File: config.mk
export PLATFORM = sky130hd
export DESIGN_NAME = framebuffer_readout_unpacker_unit
export DESIGN_NICKNAME = d
export VERILOG_FILES = /design/src/rtl/fru_pkg.sv /design/src/rtl/framebuffer_readout_unpacker_unit.sv /design/src/rtl/fru_cfg.sv /design/src/rtl/fru_front.sv /design/src/rtl/fru_queue.sv /design/src/rtl/fru_back.sv
export VERILOG_INCLUDE_DIRS = /design/src /design/src/rtl
export SDC_FILE = /design/constraint.sdc
export NUM_CORES = 1
export LEC_CHECK = 0
export ABC_AREA = 1
export ABC_CLOCK_PERIOD_IN_PS = 12400
export BUFFER_PORTS_ARGS = -buffer_cell sky130_fd_sc_hd__buf_2
export CORE_ASPECT_RATIO = 2
export CORE_MARGIN = 3
export CORE_UTILIZATION = 67
export DETAILED_ROUTE_END_ITERATION = 8
export GPL_ROUTABILITY_DRIVEN = 0
export PLACE_DENSITY = 0.95
export SLEW_MARGIN = 15
export SYNTH_ARGS = -nofsm -noshare
export SYNTH_HDL_FRONTEND = slang
export SYNTH_SLANG_ARGS = --single-unit
File: constraint.sdc
create_clock -name clk -period 12.4 [get_ports clk]
set_input_delay 0 -clock clk [delete_from_list [all_inputs] [get_ports clk]]
set_output_delay 0 -clock clk [all_outputs]
set_load 0.01 [all_outputs]
File: src/rtl/framebuffer_readout_unpacker_unit_macros.svh
// Assertion macros for the RTL of the scanout unpacker.
`ifndef FRAMEBUFFER_READOUT_UNPACKER_UNIT_MACROS_SVH
`define FRAMEBUFFER_READOUT_UNPACKER_UNIT_MACROS_SVH

// Same-cycle implication, quiet while reset is high
`define FRU_ASSERT_NOW(label, clk_i, rst_i, ante, cons, msg) \
  label: assert property (@(posedge clk_i) disable iff (rst_i) (ante) |-> (cons)) \
    else $error(msg);

// Next-cycle implication, quiet while reset is high
`define FRU_ASSERT_NEXT(label, clk_i, rst_i, ante, cons, msg) \
  label: assert property (@(posedge clk_i) disable iff (rst_i) (ante) |=> (cons)) \
    else $error(msg);

`endif

File: src/rtl/fru_pkg.sv
`default_nettype none

package fru_pkg;

  // Address walk width and the width of the announced read address
  localparam int ADDR_BITS = 24;
  localparam int NRA_W     = 24;

  localparam int WORD_W    = 32;
  localparam int CFG_IDX_W = 3;
  localparam int CFG_DAT_W = 24;
  localparam int PPL_W     = 12;
  localparam int COL_W     = 11;
  localparam int ROW_W     = 10;
  localparam int GAP_W     = 14;
  localparam int BPP_W     = 3;

  // Queue between front and back
  localparam int QDEPTH = 2;
  localparam int QPTR_W = $clog2(QDEPTH);
  localparam int QCNT_W = $clog2(QDEPTH + 1);

  typedef enum logic [CFG_IDX_W-1:0] {
    REG_LINE_WORDS    = 3'd0,
    REG_LINE_COUNT    = 3'd1,
    REG_LINE_MODULUS  = 3'd2,
    REG_PIXEL_FORMAT  = 3'd3,
    REG_CONCAT_BITS   = 3'd4,
    REG_START_ADDRESS = 3'd5
  } reg_idx_t;

  typedef enum logic [1:0] {
    FMT_RGB555 = 2'd0,
    FMT_RGB565 = 2'd1,
    FMT_RGB888 = 2'd2,
    FMT_0888   = 2'd3
  } fmt_t;

  // How the back end takes a word apart
  typedef enum logic [2:0] {
    KIND_555,
    KIND_565,
    KIND_888_EVEN,
    KIND_888_ODD,
    KIND_0888
  } kind_t;

  // Registered configuration and the values derived from it
  typedef struct packed {
    logic [ROW_W-1:0]     line_count;
    fmt_t                 fmt;
    logic [2:0]           concat;
    logic [CFG_DAT_W-1:0] start_address;
    logic [PPL_W-1:0]     ppl;
    logic [BPP_W-1:0]     bpp;
    logic [ADDR_BITS-1:0] step_eol;
    logic                 zero_size;
    logic                 settling;
  } cfg_t;

  typedef struct packed {
    logic [WORD_W-1:0] word;
    kind_t             kind;
    logic              eol;
    logic              eof;
    logic [NRA_W-1:0]  next_addr;
  } q_entry_t;

  typedef struct packed {
    logic full;
    logic empty;
  } q_status_t;

  // x / 3 by reciprocal multiply, exact for x below 2^16
  function automatic logic [PPL_W-1:0] div3(input logic [12:0] x);
    logic [28:0] prod;
    prod = 29'(x) * 29'd43691;
    return prod[28:17];
  endfunction

endpackage

`default_nettype wire

File: src/rtl/framebuffer_readout_unpacker_unit.sv
`default_nettype none
`include "framebuffer_readout_unpacker_unit_macros.svh"

// Scanout unpacker: each input beat carries the memory word read at the
// address announced with the previous pixel (or at start_address when tuser
// marks a new frame); each output beat carries one pixel as three bytes,
// the next address to read, tlast at line end and tuser at frame end. The
// block sustains one pixel per clock while the queue has room and the
// output is not held off; each pixel goes through the address walk into the
// two-entry queue and then through the unpacker into the output register.
// The address and counter update of one pixel sets the walk for the next.
// Input tready drops for one cycle after each configuration write and
// for the first cycle after reset while the derived line length and
// line-end step are refreshed.
module framebuffer_readout_unpacker_unit (
  input  wire                             clk,
  input  wire                             rst,
  input  wire                             s_axis_tvalid,
  output logic                            s_axis_tready,
  input  wire  [31:0]                     s_axis_tdata,  // [31:0] vram_word
  input  wire                             s_axis_tuser,  // [0] new_frame
  output logic                            m_axis_tvalid,
  input  wire                             m_axis_tready,
  // [7:0] channel_first, [15:8] channel_second, [23:16] channel_third,
  // [47:24] next_read_address
  output logic [47:0]                     m_axis_tdata,
  output logic                            m_axis_tlast,  // end_of_line
  output logic                            m_axis_tuser,  // [0] end_of_frame
  input  wire                             cfg_valid,
  output logic                            cfg_ready,
  input  wire  [fru_pkg::CFG_IDX_W-1:0]   cfg_index,
  input  wire  [fru_pkg::CFG_DAT_W-1:0]   cfg_data
);

  fru_pkg::cfg_t                 cfg;
  fru_pkg::q_entry_t             push_entry;
  fru_pkg::q_entry_t             head;
  fru_pkg::q_status_t            q_stat;
  logic                          push;
  logic                          pop;
  logic [7:0]                    ch_first;
  logic [7:0]                    ch_second;
  logic [7:0]                    ch_third;
  logic [fru_pkg::NRA_W-1:0]     next_addr;

  fru_cfg u_cfg (
    .clk       (clk),
    .rst       (rst),
    .cfg_valid (cfg_valid),
    .cfg_ready (cfg_ready),
    .cfg_index (cfg_index),
    .cfg_data  (cfg_data),
    .cfg       (cfg)
  );

  fru_front u_front (
    .clk          (clk),
    .rst          (rst),
    .cfg          (cfg),
    .in_valid     (s_axis_tvalid),
    .in_ready     (s_axis_tready),
    .in_word      (s_axis_tdata),
    .in_new_frame (s_axis_tuser),
    .q_stat       (q_stat),
    .push         (push),
    .entry        (push_entry)
  );

  fru_queue u_queue (
    .clk        (clk),
    .rst        (rst),
    .push       (push),
    .push_entry (push_entry),
    .pop        (pop),
    .head       (head),
    .stat       (q_stat)
  );

  fru_back u_back (
    .clk           (clk),
    .rst           (rst),
    .cfg           (cfg),
    .head          (head),
    .q_stat        (q_stat),
    .pop           (pop),
    .out_valid     (m_axis_tvalid),
    .out_ready     (m_axis_tready),
    .ch_first      (ch_first),
    .ch_second     (ch_second),
    .ch_third      (ch_third),
    .out_eol       (m_axis_tlast),
    .out_eof       (m_axis_tuser),
    .out_next_addr (next_addr)
  );

  assign m_axis_tdata = {next_addr, ch_third, ch_second, ch_first};

  // Frame end is always also a line end
  `FRU_ASSERT_NOW(a_eof_with_eol, clk, rst, m_axis_tvalid && m_axis_tuser,
                  m_axis_tlast, "frame end without line end")
  // A configuration write holds off input for the following cycle
  `FRU_ASSERT_NEXT(a_cfg_holds_input, clk, rst, cfg_valid && cfg_ready,
                   !s_axis_tready, "input taken right after a register write")
  // With the queue empty, a taken output beat leaves the output register empty
  `FRU_ASSERT_NEXT(a_drain, clk, rst, m_axis_tvalid && m_axis_tready && q_stat.empty,
                   !m_axis_tvalid, "output beat repeated")

endmodule

`default_nettype wire

File: src/rtl/fru_cfg.sv
`default_nettype none

module fru_cfg (
  input  wire                              clk,
  input  wire                              rst,
  input  wire                              cfg_valid,
  output logic                             cfg_ready,
  input  wire  [fru_pkg::CFG_IDX_W-1:0]    cfg_index,
  input  wire  [fru_pkg::CFG_DAT_W-1:0]    cfg_data,
  output fru_pkg::cfg_t                    cfg
);

  logic [9:0]                    line_words;
  logic [9:0]                    line_count;
  logic [9:0]                    line_modulus;
  logic [1:0]                    pixel_format;
  logic [2:0]                    concat_bits;
  logic [fru_pkg::CFG_DAT_W-1:0] start_address;
  logic                          wr;

  fru_pkg::cfg_t                 cfg_next;
  logic [10:0]                   lw1;
  logic [9:0]                    lm1;
  logic [fru_pkg::GAP_W-1:0]     gap;
  logic [fru_pkg::GAP_W-1:0]     gap4;
  logic [fru_pkg::PPL_W-1:0]     q3;

  assign cfg_ready = 1'b1;
  assign wr        = cfg_valid && cfg_ready;

  // Register writes
  always_ff @(posedge clk) begin
    if (rst) begin
      line_words    <= '0;
      line_count    <= '0;
      line_modulus  <= '0;
      pixel_format  <= '0;
      concat_bits   <= '0;
      start_address <= '0;
    end else if (wr) begin
      case (fru_pkg::reg_idx_t'(cfg_index))
        fru_pkg::REG_LINE_WORDS:    line_words    <= cfg_data[9:0];
        fru_pkg::REG_LINE_COUNT:    line_count    <= cfg_data[9:0];
        fru_pkg::REG_LINE_MODULUS:  line_modulus  <= cfg_data[9:0];
        fru_pkg::REG_PIXEL_FORMAT:  pixel_format  <= cfg_data[1:0];
        fru_pkg::REG_CONCAT_BITS:   concat_bits   <= cfg_data[2:0];
        fru_pkg::REG_START_ADDRESS: start_address <= cfg_data;
        default: ;
      endcase
    end
  end

  // Derive pixels per line, bytes per pixel and the line-end step
  always_comb begin
    lw1  = 11'(line_words) + 11'd1;
    lm1  = line_modulus - 10'd1;
    gap4 = {2'b00, line_modulus, 2'b00} - 14'd4;
    q3   = fru_pkg::div3({1'b0, lm1, 2'b00});
    cfg_next               = '0;
    cfg_next.line_count    = line_count;
    cfg_next.fmt           = fru_pkg::fmt_t'(pixel_format);
    cfg_next.concat        = concat_bits;
    cfg_next.start_address = start_address;
    cfg_next.zero_size     = (line_words == '0) || (line_count == '0);
    // Hold input off while the derived values catch up with the registers
    cfg_next.settling      = wr || rst;
    case (fru_pkg::fmt_t'(pixel_format))
      fru_pkg::FMT_RGB555, fru_pkg::FMT_RGB565: begin
        cfg_next.bpp = 3'd2;
        cfg_next.ppl = {lw1[10:0], 1'b0};
        gap          = gap4;
      end
      fru_pkg::FMT_RGB888: begin
        cfg_next.bpp = 3'd3;
        cfg_next.ppl = fru_pkg::div3({lw1, 2'b00});
        if (line_modulus == '0) begin
          gap = -14'd3;
        end else begin
          gap = 14'(q3) + {1'b0, q3, 1'b0};
        end
      end
      default: begin
        cfg_next.bpp = 3'd4;
        cfg_next.ppl = 12'(lw1);
        gap          = gap4;
      end
    endcase
    cfg_next.step_eol = fru_pkg::ADDR_BITS'(cfg_next.bpp)
                      + {{(fru_pkg::ADDR_BITS-fru_pkg::GAP_W){gap[fru_pkg::GAP_W-1]}}, gap};
  end

  // Refresh the derived set every cycle
  always_ff @(posedge clk) begin
    cfg <= cfg_next;
  end

endmodule

`default_nettype wire

File: src/rtl/fru_front.sv
`default_nettype none

module fru_front (
  input  wire                                 clk,
  input  wire                                 rst,
  input  fru_pkg::cfg_t                       cfg,
  input  wire                                 in_valid,
  output logic                                in_ready,
  input  wire  [fru_pkg::WORD_W-1:0]          in_word,
  input  wire                                 in_new_frame,
  input  fru_pkg::q_status_t                  q_stat,
  output logic                                push,
  output fru_pkg::q_entry_t                   entry
);

  logic [fru_pkg::ADDR_BITS-1:0] pixel_address;
  logic [fru_pkg::COL_W-1:0]     column_count;
  logic [fru_pkg::ROW_W-1:0]     row_count;
  logic                          frame_active;

  logic [fru_pkg::ADDR_BITS-1:0] pixel_address_next;
  logic [fru_pkg::COL_W-1:0]     column_count_next;
  logic [fru_pkg::ROW_W-1:0]     row_count_next;
  logic                          frame_active_next;

  logic [fru_pkg::ADDR_BITS-1:0] addr_eff;
  logic [fru_pkg::ADDR_BITS-1:0] start;
  logic [fru_pkg::COL_W-1:0]     col_eff;
  logic [fru_pkg::ROW_W-1:0]     row_eff;
  logic                          active_eff;
  logic                          accept;
  logic                          produce;
  logic                          eol;
  logic                          eof;

  assign in_ready = !q_stat.full && !cfg.settling;
  assign accept   = in_valid && in_ready;
  assign push     = accept && produce;

  // Classify the beat and step the address walk
  always_comb begin
    start      = fru_pkg::ADDR_BITS'(cfg.start_address);
    addr_eff   = in_new_frame ? start : pixel_address;
    col_eff    = in_new_frame ? '0 : column_count;
    row_eff    = in_new_frame ? '0 : row_count;
    active_eff = in_new_frame || frame_active;
    produce    = active_eff && !cfg.zero_size;
    eol        = (12'(col_eff) + 12'd1) >= cfg.ppl;
    eof        = eol && (row_eff >= cfg.line_count);

    pixel_address_next = addr_eff;
    column_count_next  = col_eff;
    row_count_next     = row_eff;
    frame_active_next  = active_eff;
    if (produce) begin
      if (eof) begin
        pixel_address_next = start;
        column_count_next  = '0;
        row_count_next     = '0;
        frame_active_next  = 1'b0;
      end else if (eol) begin
        pixel_address_next = addr_eff + cfg.step_eol;
        column_count_next  = '0;
        row_count_next     = row_eff + 10'd1;
      end else begin
        pixel_address_next = addr_eff + fru_pkg::ADDR_BITS'(cfg.bpp);
        column_count_next  = col_eff + 11'd1;
      end
    end

    entry.word = in_word;
    entry.eol  = eol;
    entry.eof  = eof;
    case (cfg.fmt)
      fru_pkg::FMT_RGB555: entry.kind = fru_pkg::KIND_555;
      fru_pkg::FMT_RGB565: entry.kind = fru_pkg::KIND_565;
      fru_pkg::FMT_RGB888: entry.kind = addr_eff[0] ? fru_pkg::KIND_888_ODD
                                                     : fru_pkg::KIND_888_EVEN;
      default:             entry.kind = fru_pkg::KIND_0888;
    endcase
    // Packed 888 at an odd address reads the word one byte below
    entry.next_addr = fru_pkg::NRA_W'(pixel_address_next);
    if (cfg.fmt == fru_pkg::FMT_RGB888) begin
      entry.next_addr[0] = 1'b0;
    end
  end

  always_ff @(posedge clk) begin
    if (rst) begin
      pixel_address <= '0;
      column_count  <= '0;
      row_count     <= '0;
      frame_active  <= 1'b0;
    end else if (accept) begin
      pixel_address <= pixel_address_next;
      column_count  <= column_count_next;
      row_count     <= row_count_next;
      frame_active  <= frame_active_next;
    end
  end

endmodule

`default_nettype wire

File: src/rtl/fru_queue.sv
`default_nettype none

module fru_queue (
  input  wire                 clk,
  input  wire                 rst,
  input  wire                 push,
  input  fru_pkg::q_entry_t   push_entry,
  input  wire                 pop,
  output fru_pkg::q_entry_t   head,
  output fru_pkg::q_status_t  stat
);

  fru_pkg::q_entry_t           slots [fru_pkg::QDEPTH];
  logic [fru_pkg::QPTR_W-1:0]  wr_ptr;
  logic [fru_pkg::QPTR_W-1:0]  rd_ptr;
  logic [fru_pkg::QCNT_W-1:0]  count;
  logic [fru_pkg::QCNT_W-1:0]  count_next;

  assign stat.full  = (count == fru_pkg::QCNT_W'(fru_pkg::QDEPTH));
  assign stat.empty = (count == '0);
  assign head       = slots[rd_ptr];

  always_comb begin
    count_next = count;
    if (push && !pop) begin
      count_next = count + fru_pkg::QCNT_W'(1);
    end else if (pop && !push) begin
      count_next = count - fru_pkg::QCNT_W'(1);
    end
  end

  // Store the pushed beat
  always_ff @(posedge clk) begin
    if (push) begin
      slots[wr_ptr] <= push_entry;
    end
  end

  // Advance pointers
  always_ff @(posedge clk) begin
    if (rst) begin
      wr_ptr <= '0;
      rd_ptr <= '0;
      count  <= '0;
    end else begin
      if (push) begin
        wr_ptr <= wr_ptr + 1'b1;
      end
      if (pop) begin
        rd_ptr <= rd_ptr + 1'b1;
      end
      count <= count_next;
    end
  end

endmodule

`default_nettype wire

File: src/rtl/fru_back.sv
`default_nettype none

module fru_back (
  input  wire                           clk,
  input  wire                           rst,
  input  fru_pkg::cfg_t                 cfg,
  input  fru_pkg::q_entry_t             head,
  input  fru_pkg::q_status_t            q_stat,
  output logic                          pop,
  output logic                          out_valid,
  input  wire                           out_ready,
  output logic [7:0]                    ch_first,
  output logic [7:0]                    ch_second,
  output logic [7:0]                    ch_third,
  output logic                          out_eol,
  output logic                          out_eof,
  output logic [fru_pkg::NRA_W-1:0]     out_next_addr
);

  logic [7:0]  c1;
  logic [7:0]  c2;
  logic [7:0]  c3;
  logic [15:0] h;
  logic [7:0]  cc;
  logic [7:0]  cc_half;

  assign pop = !q_stat.empty && (!out_valid || out_ready);

  // Unpack the pixel according to its kind
  always_comb begin
    h       = head.word[15:0];
    cc      = 8'(cfg.concat);
    cc_half = 8'(cfg.concat[2:1]);
    case (head.kind)
      fru_pkg::KIND_555: begin
        c1 = {h[4:0], 3'b000} + cc;
        c2 = {h[9:5], 3'b000} + cc;
        c3 = {h[14:10], 3'b000} + cc;
      end
      fru_pkg::KIND_565: begin
        c1 = {h[4:0], 3'b000} + cc;
        c2 = {h[10:5], 2'b00} + cc_half;
        c3 = {h[15:11], 3'b000} + cc;
      end
      fru_pkg::KIND_888_EVEN: begin
        c1 = head.word[15:8];
        c2 = head.word[23:16];
        c3 = head.word[31:24];
      end
      default: begin
        c1 = head.word[7:0];
        c2 = head.word[15:8];
        c3 = head.word[23:16];
      end
    endcase
  end

  // Output register: load on pop, drop valid once taken
  always_ff @(posedge clk) begin
    if (rst) begin
      out_valid <= 1'b0;
    end else if (pop) begin
      out_valid <= 1'b1;
    end else if (out_ready) begin
      out_valid <= 1'b0;
    end
  end

  always_ff @(posedge clk) begin
    if (pop) begin
      ch_first      <= c1;
      ch_second     <= c2;
      ch_third      <= c3;
      out_eol       <= head.eol;
      out_eof       <= head.eof;
      out_next_addr <= head.next_addr;
    end
  end

endmodule

`default_nettype wire

# Yosys cells after proc, flatten, opt, wreduce, memory -nomap -nowiden
# Memories as Yosys holds them, arrays and structs flattened. A register that Yosys moved wholly into a read port is not among the register bits.
# Cells that the tools add are included.
# word_totals
n_memories	1
input_bits	65
regBits	240
out_inout_bits	53
elab_cells	133
mem_bits_rw	122
# classes
eq_ne	12
multipliers	2
order_cmp	2
mux	31
n_reduce_logical	37
add_sub_neg	19
# memory_table
memory	words	word_bits	read_ports	rd_clocked_by_memory_dff	write_ports	line_no	text
u_queue.slots	2	61	1	1	1	fru_queue.sv:13	fru_pkg::q_entry_t slots [fru_pkg::QDEPTH];
# op_table
cell	count
$mux W24	4
$pmux W8 S3	2
$mux W11	4
$mux W10	4
$add A8 B3 Y8	4
$logic_not A10 Y1	3
$pmux W15 S2	1
$mux W14	2
$mul A11 B16 Y27 const B	1
$mul A10 B16 Y26 const B	1
$add A24 B24 Y24	1
$add A24 B3 Y24	1
$pmux W8 S2	1
$add A4 B14 Y15	1
$add A11 B12 Y13	1
$sub A12 B3 Y13 const B	1
$add A11 B1 Y12 const B	1
$ge A12 B12 Y1	1
$reduce_and A2 Y1	6
$add A10 B1 Y11 const B	1
$add A11 B1 Y11 const B	1
$add A10 B1 Y10 const B	1
$ge A10 B10 Y1	1
$mux W1	10
other kinds (19)	49

# Depth between registers and ports, before layout
# Gate-level depths: netlist of the first run.
# depth
ltp_word	9
mapped_depth	49
ltp_nobuf	49

# Cells and area by module
# A second synthesis of the first run with hierarchy kept.
# unflattened
hier_cells	2889
hier_area_um2	23976.7
# by_module_without_submodules
module	seq_area_each_um2	n_inst	area_each_um2	cells_per_inst
fru_cfg	2602.5	1	10525.1	1344
fru_front	920.9	1	6293.5	1141
fru_queue	3763.6	1	4933.5	223
fru_back	1521.5	1	2224.6	181

# Worst setup path before layout of the first run
# No wires, ideal clock.
# synth_path
path_type	flip-flop to flip-flop
from	reg u_cfg.line_modulus[0]
to	reg u_cfg.cfg[15] (netlist name)
path_stages_with_launch	43
synth_period_minus_slack_ns	7.561
arrival_ns	7.448
path_buffers	0
slack_ns	4.839
setup_ns	0.113
required_time_ns	12.287
cell_sequence	dfxtp_1 inv_1 nand2_1 inv_1 nand3_1 nor2_1 inv_1 or2_2 nor2_1 xnor2_1 inv_1 ha_1 inv_1 fa_1 fa_1 inv_1 fa_1 inv_1 (+7 left out) a31oi_1 o311ai_0 xor2_1 fa_1 o22ai_1 inv_1 ha_1 inv_1 o21ai_1 a21oi_1 nor3_2 nand3_1 nor2_4 nand3_2 nor2_4 nand3_1 nand2_1 nand2_1
# synth_lines
item	line_no	text
from (decl)	fru_cfg.sv:15	logic [9:0] line_modulus;
from (signal assigned)	fru_cfg.sv:44	fru_pkg::REG_LINE_MODULUS: line_modulus <= cfg_data[9:0];

==> summary.txt, run 1 <==
STA
  – Setup Viol. Count Final: 0
  – Maximum clock rate: 111 MHz
  – Final min period: 8.99 ns
  – Slew HR: 29.5%
  – Final hold vios: 0
  – Worst-Margin Slew: 1.06 ns
  – Fin. max-slew vios: 0
  – Setup tns final: 0 ns
  – RSZ-0062 raised after global routing: no
  – Skew final: 0.0190 ns
  – Final worst path period share: 72.5%
  – Setup ws final: 3.41 ns

Worst setup path
  – Crit path capture type: register
  – Worst Setup Path Type: reg -> reg
  – Crit path launch: u_cfg.line_modulus[0]
  – Worst Path Required: 12.85 ns
  – R2r startpoint: u_cfg.line_modulus[0]
  – Crit-path slowest cell: fa_1
  – FF-to-FF setup slack: 3.41 ns
  – Cell count of the worst reg-to-reg path: 42
  – Most used cell, CP: inv_1
  – R2R Path End: u_cfg.cfg[15]
  – CP Max Fanout: 8
  – Setup crit start kind: register
  – Max incr delay on CP: 0.57 ns
  – CP arrival: 9.44 ns

Routing
  – Per-cell routed wire length: 19.2 µm
  – Post-DR vias/cell: 6.12
  – DRC: 0
  – Antenna viol nets, final: 0
  – Vias: 19.5k
  – Drt total wl: 61.4 mm
  – 1st-pass router iterations: 7
  – DR iter-0 viols: 2017

Floorplanning
  – IO Pins: 118
  – Placeable Area: 31800 µm²
  – Die ar.: 34800 µm²
  – Die W: 133 µm
  – FP Rows: 92
  – Die Span Y: 261 µm
  – Initial Util: 68.5%

Placement
  – Pre-CTS setup slack: 3.72 ns
  – Post-DP HPWL: 43.6 mm
  – PortBufs: 116
  – Cells after DPL: 3081

Clock network
  – H-tree Lvls: 1
  – Maximum clock path buffer count: 3
  – Worst-Skew Late Latency: 0.56 ns
  – CTS tree: done
  – Clock transition at path regs: 0.09 ns
  – CTS root buf: clkbuf_16
  – Num CTS Buffers: 26
  – Clock sink total: 354
  – CTS resizes: 0

Synthesis
  – Most frequent cell after synthesis: nand2_1
  – Seq cells post-synth: 354
  – Post-synth cell types: 55
  – Post-Syn Area: 21800 µm²
  – Cells after Synth: 2594
  – Most instantiated cells after synthesis: 609 x nand2_1, 383 x inv_1, 208 x nor2_1, 203 x ha_1, 182 x dfxtp_1
  – Synth warn: 0
  – Top post-synthesis cells by area: edfxtp_1 24%, dfxtp_1 17%, ha_1 12%
  – Synth Flop Type: dfxtp_1
  – Avg Cell Area, Syn: 8.39 µm²
  – Post-synth EDFFs: 172
  – Sequential area share after synthesis: 40.5%
  – Synth area leader: edfxtp_1
  – FFs w/ async S/R, synth: 0%
  – Synth top area share: 23.7%
  – Syn Nets: 2935

Layout
  – Final net count: 3089
  – Seq. cell area: 8810 µm²
  – Layout cells sized above 1: 9.07%
  – Final Non-Filler Cells: 3193
  – Layout fillers: 1956
  – Area of the multi-input gates: 11200 µm²
  – P&R area growth vs syn: 11.2%

Global routing
  – Initial antenna violation count: 1
  – Wire length of the first global-routing pass: 98.3 mm
  – Total gr overflow: 0
  – Vias in the first global route: 20.2k
  – Largest net degree at the start of global routing: 79
  – Total GRT Usage: 35.2%

Worst hold path
  – Hold depth: 3
  – Endpoint, Worst Hold: u_back.out_valid
  – Hold WC Path Type: in -> reg
  – Hold path start: rst

Job
  – # Max-Cap Violations: 0

Outcome
  – Status: finished clean
## cells by family after synthesis
family | Yosys count | share of synthesized area [%]
AOI/OAI and AO/OA | 419 | 10.7
xor gates and xnor gates | 47 | 1.89
adders and majority gates | 276 | 18.4
buffers and inverters | 464 | 8.05
other | 1 | 0.0172
muxes | 4 | 0.196
and+or+nand+nor | 1029 | 20.3
DFF | 354 | 40.5
## worst max path at each step
stage / to / slack (ns)
after detailed placement: u_cfg.cfg[15] / 3.72
after floorplan: u_cfg.cfg[15] / 4.84
after CTS: u_cfg.cfg[15] / 3.67
final: u_cfg.cfg[15] / 3.41
after global routing: u_cfg.cfg[13] / 3.01
after global placement: u_cfg.cfg[13] / 4.25
## sequential cells by signal, summed over array words and instances, names as in the netlist, 2 cells and up, named ones only
| register | count |
|---|---|
| u_cfg.line_words | 10 |
| u_cfg.concat_bits | 3 |
| u_front.pixel_address | 24 |
| u_front.row_count | 10 |
| u_cfg.start_address | 24 |
| u_queue.count | 2 |
| u_cfg.cfg | 71 |
| u_cfg.line_modulus | 10 |
| u_front.column_count | 11 |
| u_back.ch_first | 8 |
| u_back.ch_second | 8 |
| u_cfg.pixel_format | 2 |
| u_queue.slots | 122 |
| u_cfg.line_count | 10 |
| u_back.ch_third | 8 |
| u_back.out_next_addr | 24 |
## layout make-up
cell class,count,area share [%]
timing repair buffer,192,5.40
inverter,398,6.20
clock buffer,34,2.94
sequential,354,36.4
multi-input combinational,1776,46.4
tap,423,2.19
antenna,2,0.0207
clock inverter,14,0.435
## critical path: cells and delay by family (launching register included)
family	cells	cell delay, ns
compound gates	4	0.71
xor+xnor	2	0.59
fa+ha+maj	8	3.58
buf+inv	10	1.09
flops	1	0.43
simple gates	18	2.45
## metal layers
layer | vias up | global-route usage (%) | share of wire, %
li1 | 8777 | - | -
met1 | 9000 | 34.1 | 31
met2 | 1305 | 65.4 | 52
met3 | 450 | 5.50 | 7.7
met4 | 0 | 27.3 | 9.4
met5 | - | 0 | 0
## per-stage QoR
| step | hold slack, ns | utilization, % | instance area, µm² |
|---|---|---|---|
| 6_report | 0.0607 | 76.1 | 24200 |
| 3_3_place_gp | 0.189 | 71.6 | 22700 |
| 4_1_cts | 0.0390 | 76.1 | 24200 |
| 5_1_grt | 0.0850 | 76.1 | 24200 |
| 3_5_place_dp | 0.196 | 71.6 | 22700 |
| 2_1_floorplan | 0.0964 | - | 21800 |
## cells in the final DEF, fill, tap and decap left out, types with 10 or more instances in the layout
| cell type | count |
|---|---|
| xor2_1 | 29 |
| dlygate4sd3_1 | 62 |
| nand4_1 | 25 |
| a211oi_1 | 12 |
| buf_4 | 14 |
| clkbuf_16 | 27 |
| nor2_1 | 206 |
| o211ai_1 | 13 |
| nand2_2 | 25 |
| dfxtp_1 | 181 |
| fa_1 | 73 |
| edfxtp_1 | 172 |
| buf_2 | 116 |
| o21ai_0 | 170 |
| a21oi_1 | 159 |
| inv_1 | 382 |
| nor3_1 | 15 |
| nand2_1 | 608 |
| nand3_2 | 10 |
| xnor2_1 | 18 |
| nand3_1 | 95 |
| ha_1 | 203 |
## timing repair
item,in CTS,in global routing
hold endpoints to repair,125,0
endpoints found under the setup margin,0,0
setup buffers,0,0
hold buffers,62,0
Power of run 1 is not shown: default switching activity piles up to over one toggle a cycle in this logic, so the estimate is an artifact.
==> run 2: changes to the inputs <==
Settings changed: ABC_CLOCK_PERIOD_IN_PS 12400 to 7700, CORE_UTILIZATION 67 to 56, PLACE_DENSITY 0.95 to 0.86.
Clock period 12.4 ns to 7.7 ns, I/O delays scaled along.
==> run 2 against run 1 <==
Compared with the run above:
- largest cell class unchanged
- wire length down 3.3%
- first-iteration DRC count fell by 20%
- core utilization is 11 points lower
- hold slack improved by 0.066 ns
- the run now ends with negative setup slack left
- die area up 19%
- via count shrank 3.1%
- register-to-register slack worse by 3.4 ns
- clock skew down 0.0027 ns
- sequential share of layout area shrank 1.1 points
==> summary.txt, run 2 (synthesis gave the netlist of run 1 again) <==
Worst setup path
  – WP buf/inv: 10 (unchanged)
  – CP arrival: 8.20 ns (was 9.44 ns)
  – CP Max Fanout: 5 (was 8)
  – R2r startpoint: u_cfg.line_modulus[0] (unchanged)
  – Max incr delay on CP: 0.52 ns (was 0.57 ns)
  – FF-to-FF setup slack: -0.04 ns (was 3.41 ns)
  – Cell count of the worst reg-to-reg path: 40 (was 42)
  – Crit path capture type: register (unchanged)
  – Worst Setup Path Type: reg -> reg (unchanged)
  – R2R Path End: u_cfg.cfg[15] (unchanged)
  – Worst Path Required: 8.15 ns (was 12.85 ns)
  – Setup crit start kind: register (unchanged)
  – Top cell family by delay on the critical path: adder cells (unchanged)
  – Crit-path slowest cell: fa_1 (unchanged)

Layout
  – Layout cells sized above 1: 12.3% (was 9.07%)
  – Reg with most FFs: u_queue.slots (unchanged)
  – Most common cell after layout, fill and taps aside: nand2_1 (unchanged)
  – Final net count: 3116 (was 3089)
  – Max reg flops: 122 (unchanged)
  – Final Non-Filler Cells: 3312 (was 3193)
  – Largest regs: u_queue.slots x122, u_cfg.cfg x71 (unchanged)
  – Layout fillers: 2931 (was 1956)
  – Most frequent cells in the layout: 601 x nand2_1, 370 x inv_1, 197 x nor2_1, 193 x ha_1, 180 x dfxtp_1 (was 608 x nand2_1, 382 x inv_1, 206 x nor2_1, 203 x ha_1, 181 x dfxtp_1)
  – Final Util: 65.3% (was 76.1%)
  – P&R area growth vs syn: 14.6% (was 11.2%)

STA
  – Worst-Margin Slew: 1.13 ns (was 1.06 ns)
  – Fin. max-slew vios: 0 (unchanged)
  – Slew HR: 24.2% (was 29.5%)
  – Final hold vios: 0 (unchanged)
  – Maximum clock rate: 129 MHz (was 111 MHz)
  – Setup Viol. Count Final: 2 (was 0)
  – Setup ws final: -0.0420 ns (was 3.41 ns)
  – Final worst path period share: 101% (was 72.5%)
  – Final min period: 7.74 ns (was 8.99 ns)
  – Skew final: 0.0164 ns (was 0.0190 ns)

Placement
  – Post-DP HPWL: 43.0 mm (was 43.6 mm)
  – PortBufs: 116 (unchanged)
  – Cells after DPL: 3183 (was 3081)

Floorplanning
  – Die Span Y: 285 µm (was 261 µm)
  – FP Rows: 101 (was 92)
  – Die W: 145 µm (was 133 µm)
  – Placeable Area: 38200 µm² (was 31800 µm²)
  – Initial Util: 57.0% (was 68.5%)
  – IO Pins: 118 (unchanged)
  – Die ar.: 41400 µm² (was 34800 µm²)

Worst hold path
  – Hold depth: 2 (was 3)
  – Endpoint, Worst Hold: u_back.out_valid (unchanged)
  – Hold WC Path Type: in -> reg (unchanged)
  – Hold path start: rst (unchanged)

Clock network
  – CTS tree: done (unchanged)
  – Maximum clock path buffer count: 3 (unchanged)
  – Num CTS Buffers: 27 (was 26)
  – Clock sink total: 354 (unchanged)
  – H-tree Lvls: 1 (unchanged)
  – Clock transition at path regs: 0.08 ns (was 0.09 ns)
  – CTS root buf: clkbuf_16 (unchanged)
  – Worst-Skew Late Latency: 0.56 ns (about the same)

Routing
  – Antenna viol nets, final: 0 (unchanged)
  – Drt total wl: 59.4 mm (was 61.4 mm)
  – Post-DR vias/cell: 5.71 (was 6.12)
  – DRC: 0 (unchanged)
  – 1st-pass router iterations: 8 (was 7)
  – Vias: 18.9k (was 19.5k)
  – DR iter-0 viols: 1604 (was 2017)
  – Per-cell routed wire length: 17.9 µm (was 19.2 µm)

Job
  – # Max-Cap Violations: 0 (unchanged)

Outcome
  – Status: finished with violations (was finished clean)
  – Failing checks: negative setup slack

Global routing
  – Vias in the first global route: 19.5k (was 20.2k)
  – Total gr overflow: 0 (unchanged)
  – Initial antenna violation count: 1 (unchanged)
  – Largest net degree at the start of global routing: 79 (unchanged)
  – Total GRT Usage: 27.4% (was 35.2%)
  – Wire length of the first global-routing pass: 92.7 mm (was 98.3 mm)
-- run 2: worst max-delay path by stage --
stage                           from             to  slack, ns  cells past startpoint
5_1_grt        u_cfg.line_modulus[2]  u_cfg.cfg[15]      -0.33                     42
3_5_place_dp   u_cfg.line_modulus[1]  u_cfg.cfg[15]      -0.24                     43
3_3_place_gp   u_cfg.line_modulus[1]  u_cfg.cfg[15]      -0.02                     43
2_1_floorplan  u_cfg.line_modulus[0]  u_cfg.cfg[15]       0.14                     42
6_report       u_cfg.line_modulus[0]  u_cfg.cfg[15]      -0.04                     40
4_1_cts        u_cfg.line_modulus[1]  u_cfg.cfg[15]      0.002                     40
-- run 2: what timing repair did --
action	CTS	global route
hold buffers	62	0
resized for setup	17	63
endpoints found under the setup margin	6	9
hold endpoints to repair	125	0
pin swaps	7	43
buffers inserted	3	13
-- run 2: area by class of cell --
type	count	area [µm²]	share of cell area (%)
clock buffers	31	711	2.85
clock inverters	19	226	0.908
well taps	515	644	2.58
diodes	1	2.50	0.0100
inverters	398	1510	6.04
flip-flops and latches	354	8810	35.3
repair buffers	218	1510	6.04
multi-input cells	1776	11500	46.2
-- run 2: routing by layer --
layer | track usage (%) | up-vias | routed length (µm)
met2 | 52.7 | 946 | 31200
li1 | - | 8849 | -
met4 | 21.4 | 0 | 5570
met3 | 3.49 | 361 | 3650
met5 | 0 | - | 0
met1 | 25.6 | 8767 | 19000
-- run 2: worst register-to-register path, delay by kind of cell (launching register included) --
| family | cells | cell delay, ns |
|---|---|---|
| AO/OA/AOI/OAI | 6 | 1.20 |
| XOR/XNOR | 1 | 0.21 |
| adder cells (fa/ha/maj) | 10 | 3.68 |
| buffers and inverters | 10 | 0.72 |
| flip-flops | 1 | 0.33 |
| AND/OR/NAND/NOR | 13 | 1.49 |
-- run 2: through the flow --
stage / area [µm²] / TNS (ns) / setup WS [ns] / hold slack, ns
after floorplan: 21800 / 0 / 0.139 / 0.0964
after global placement: 22900 / -0.0357 / -0.0204 / 0.188
after detailed placement: 22900 / -0.948 / -0.235 / 0.192
after CTS: 24600 / 0 / 0.00243 / 0.0829
after global routing: 24900 / -1.34 / -0.333 / 0.142
final: 24900 / -0.0806 / -0.0420 / 0.126
Power of run 2 is left out for the same reason.
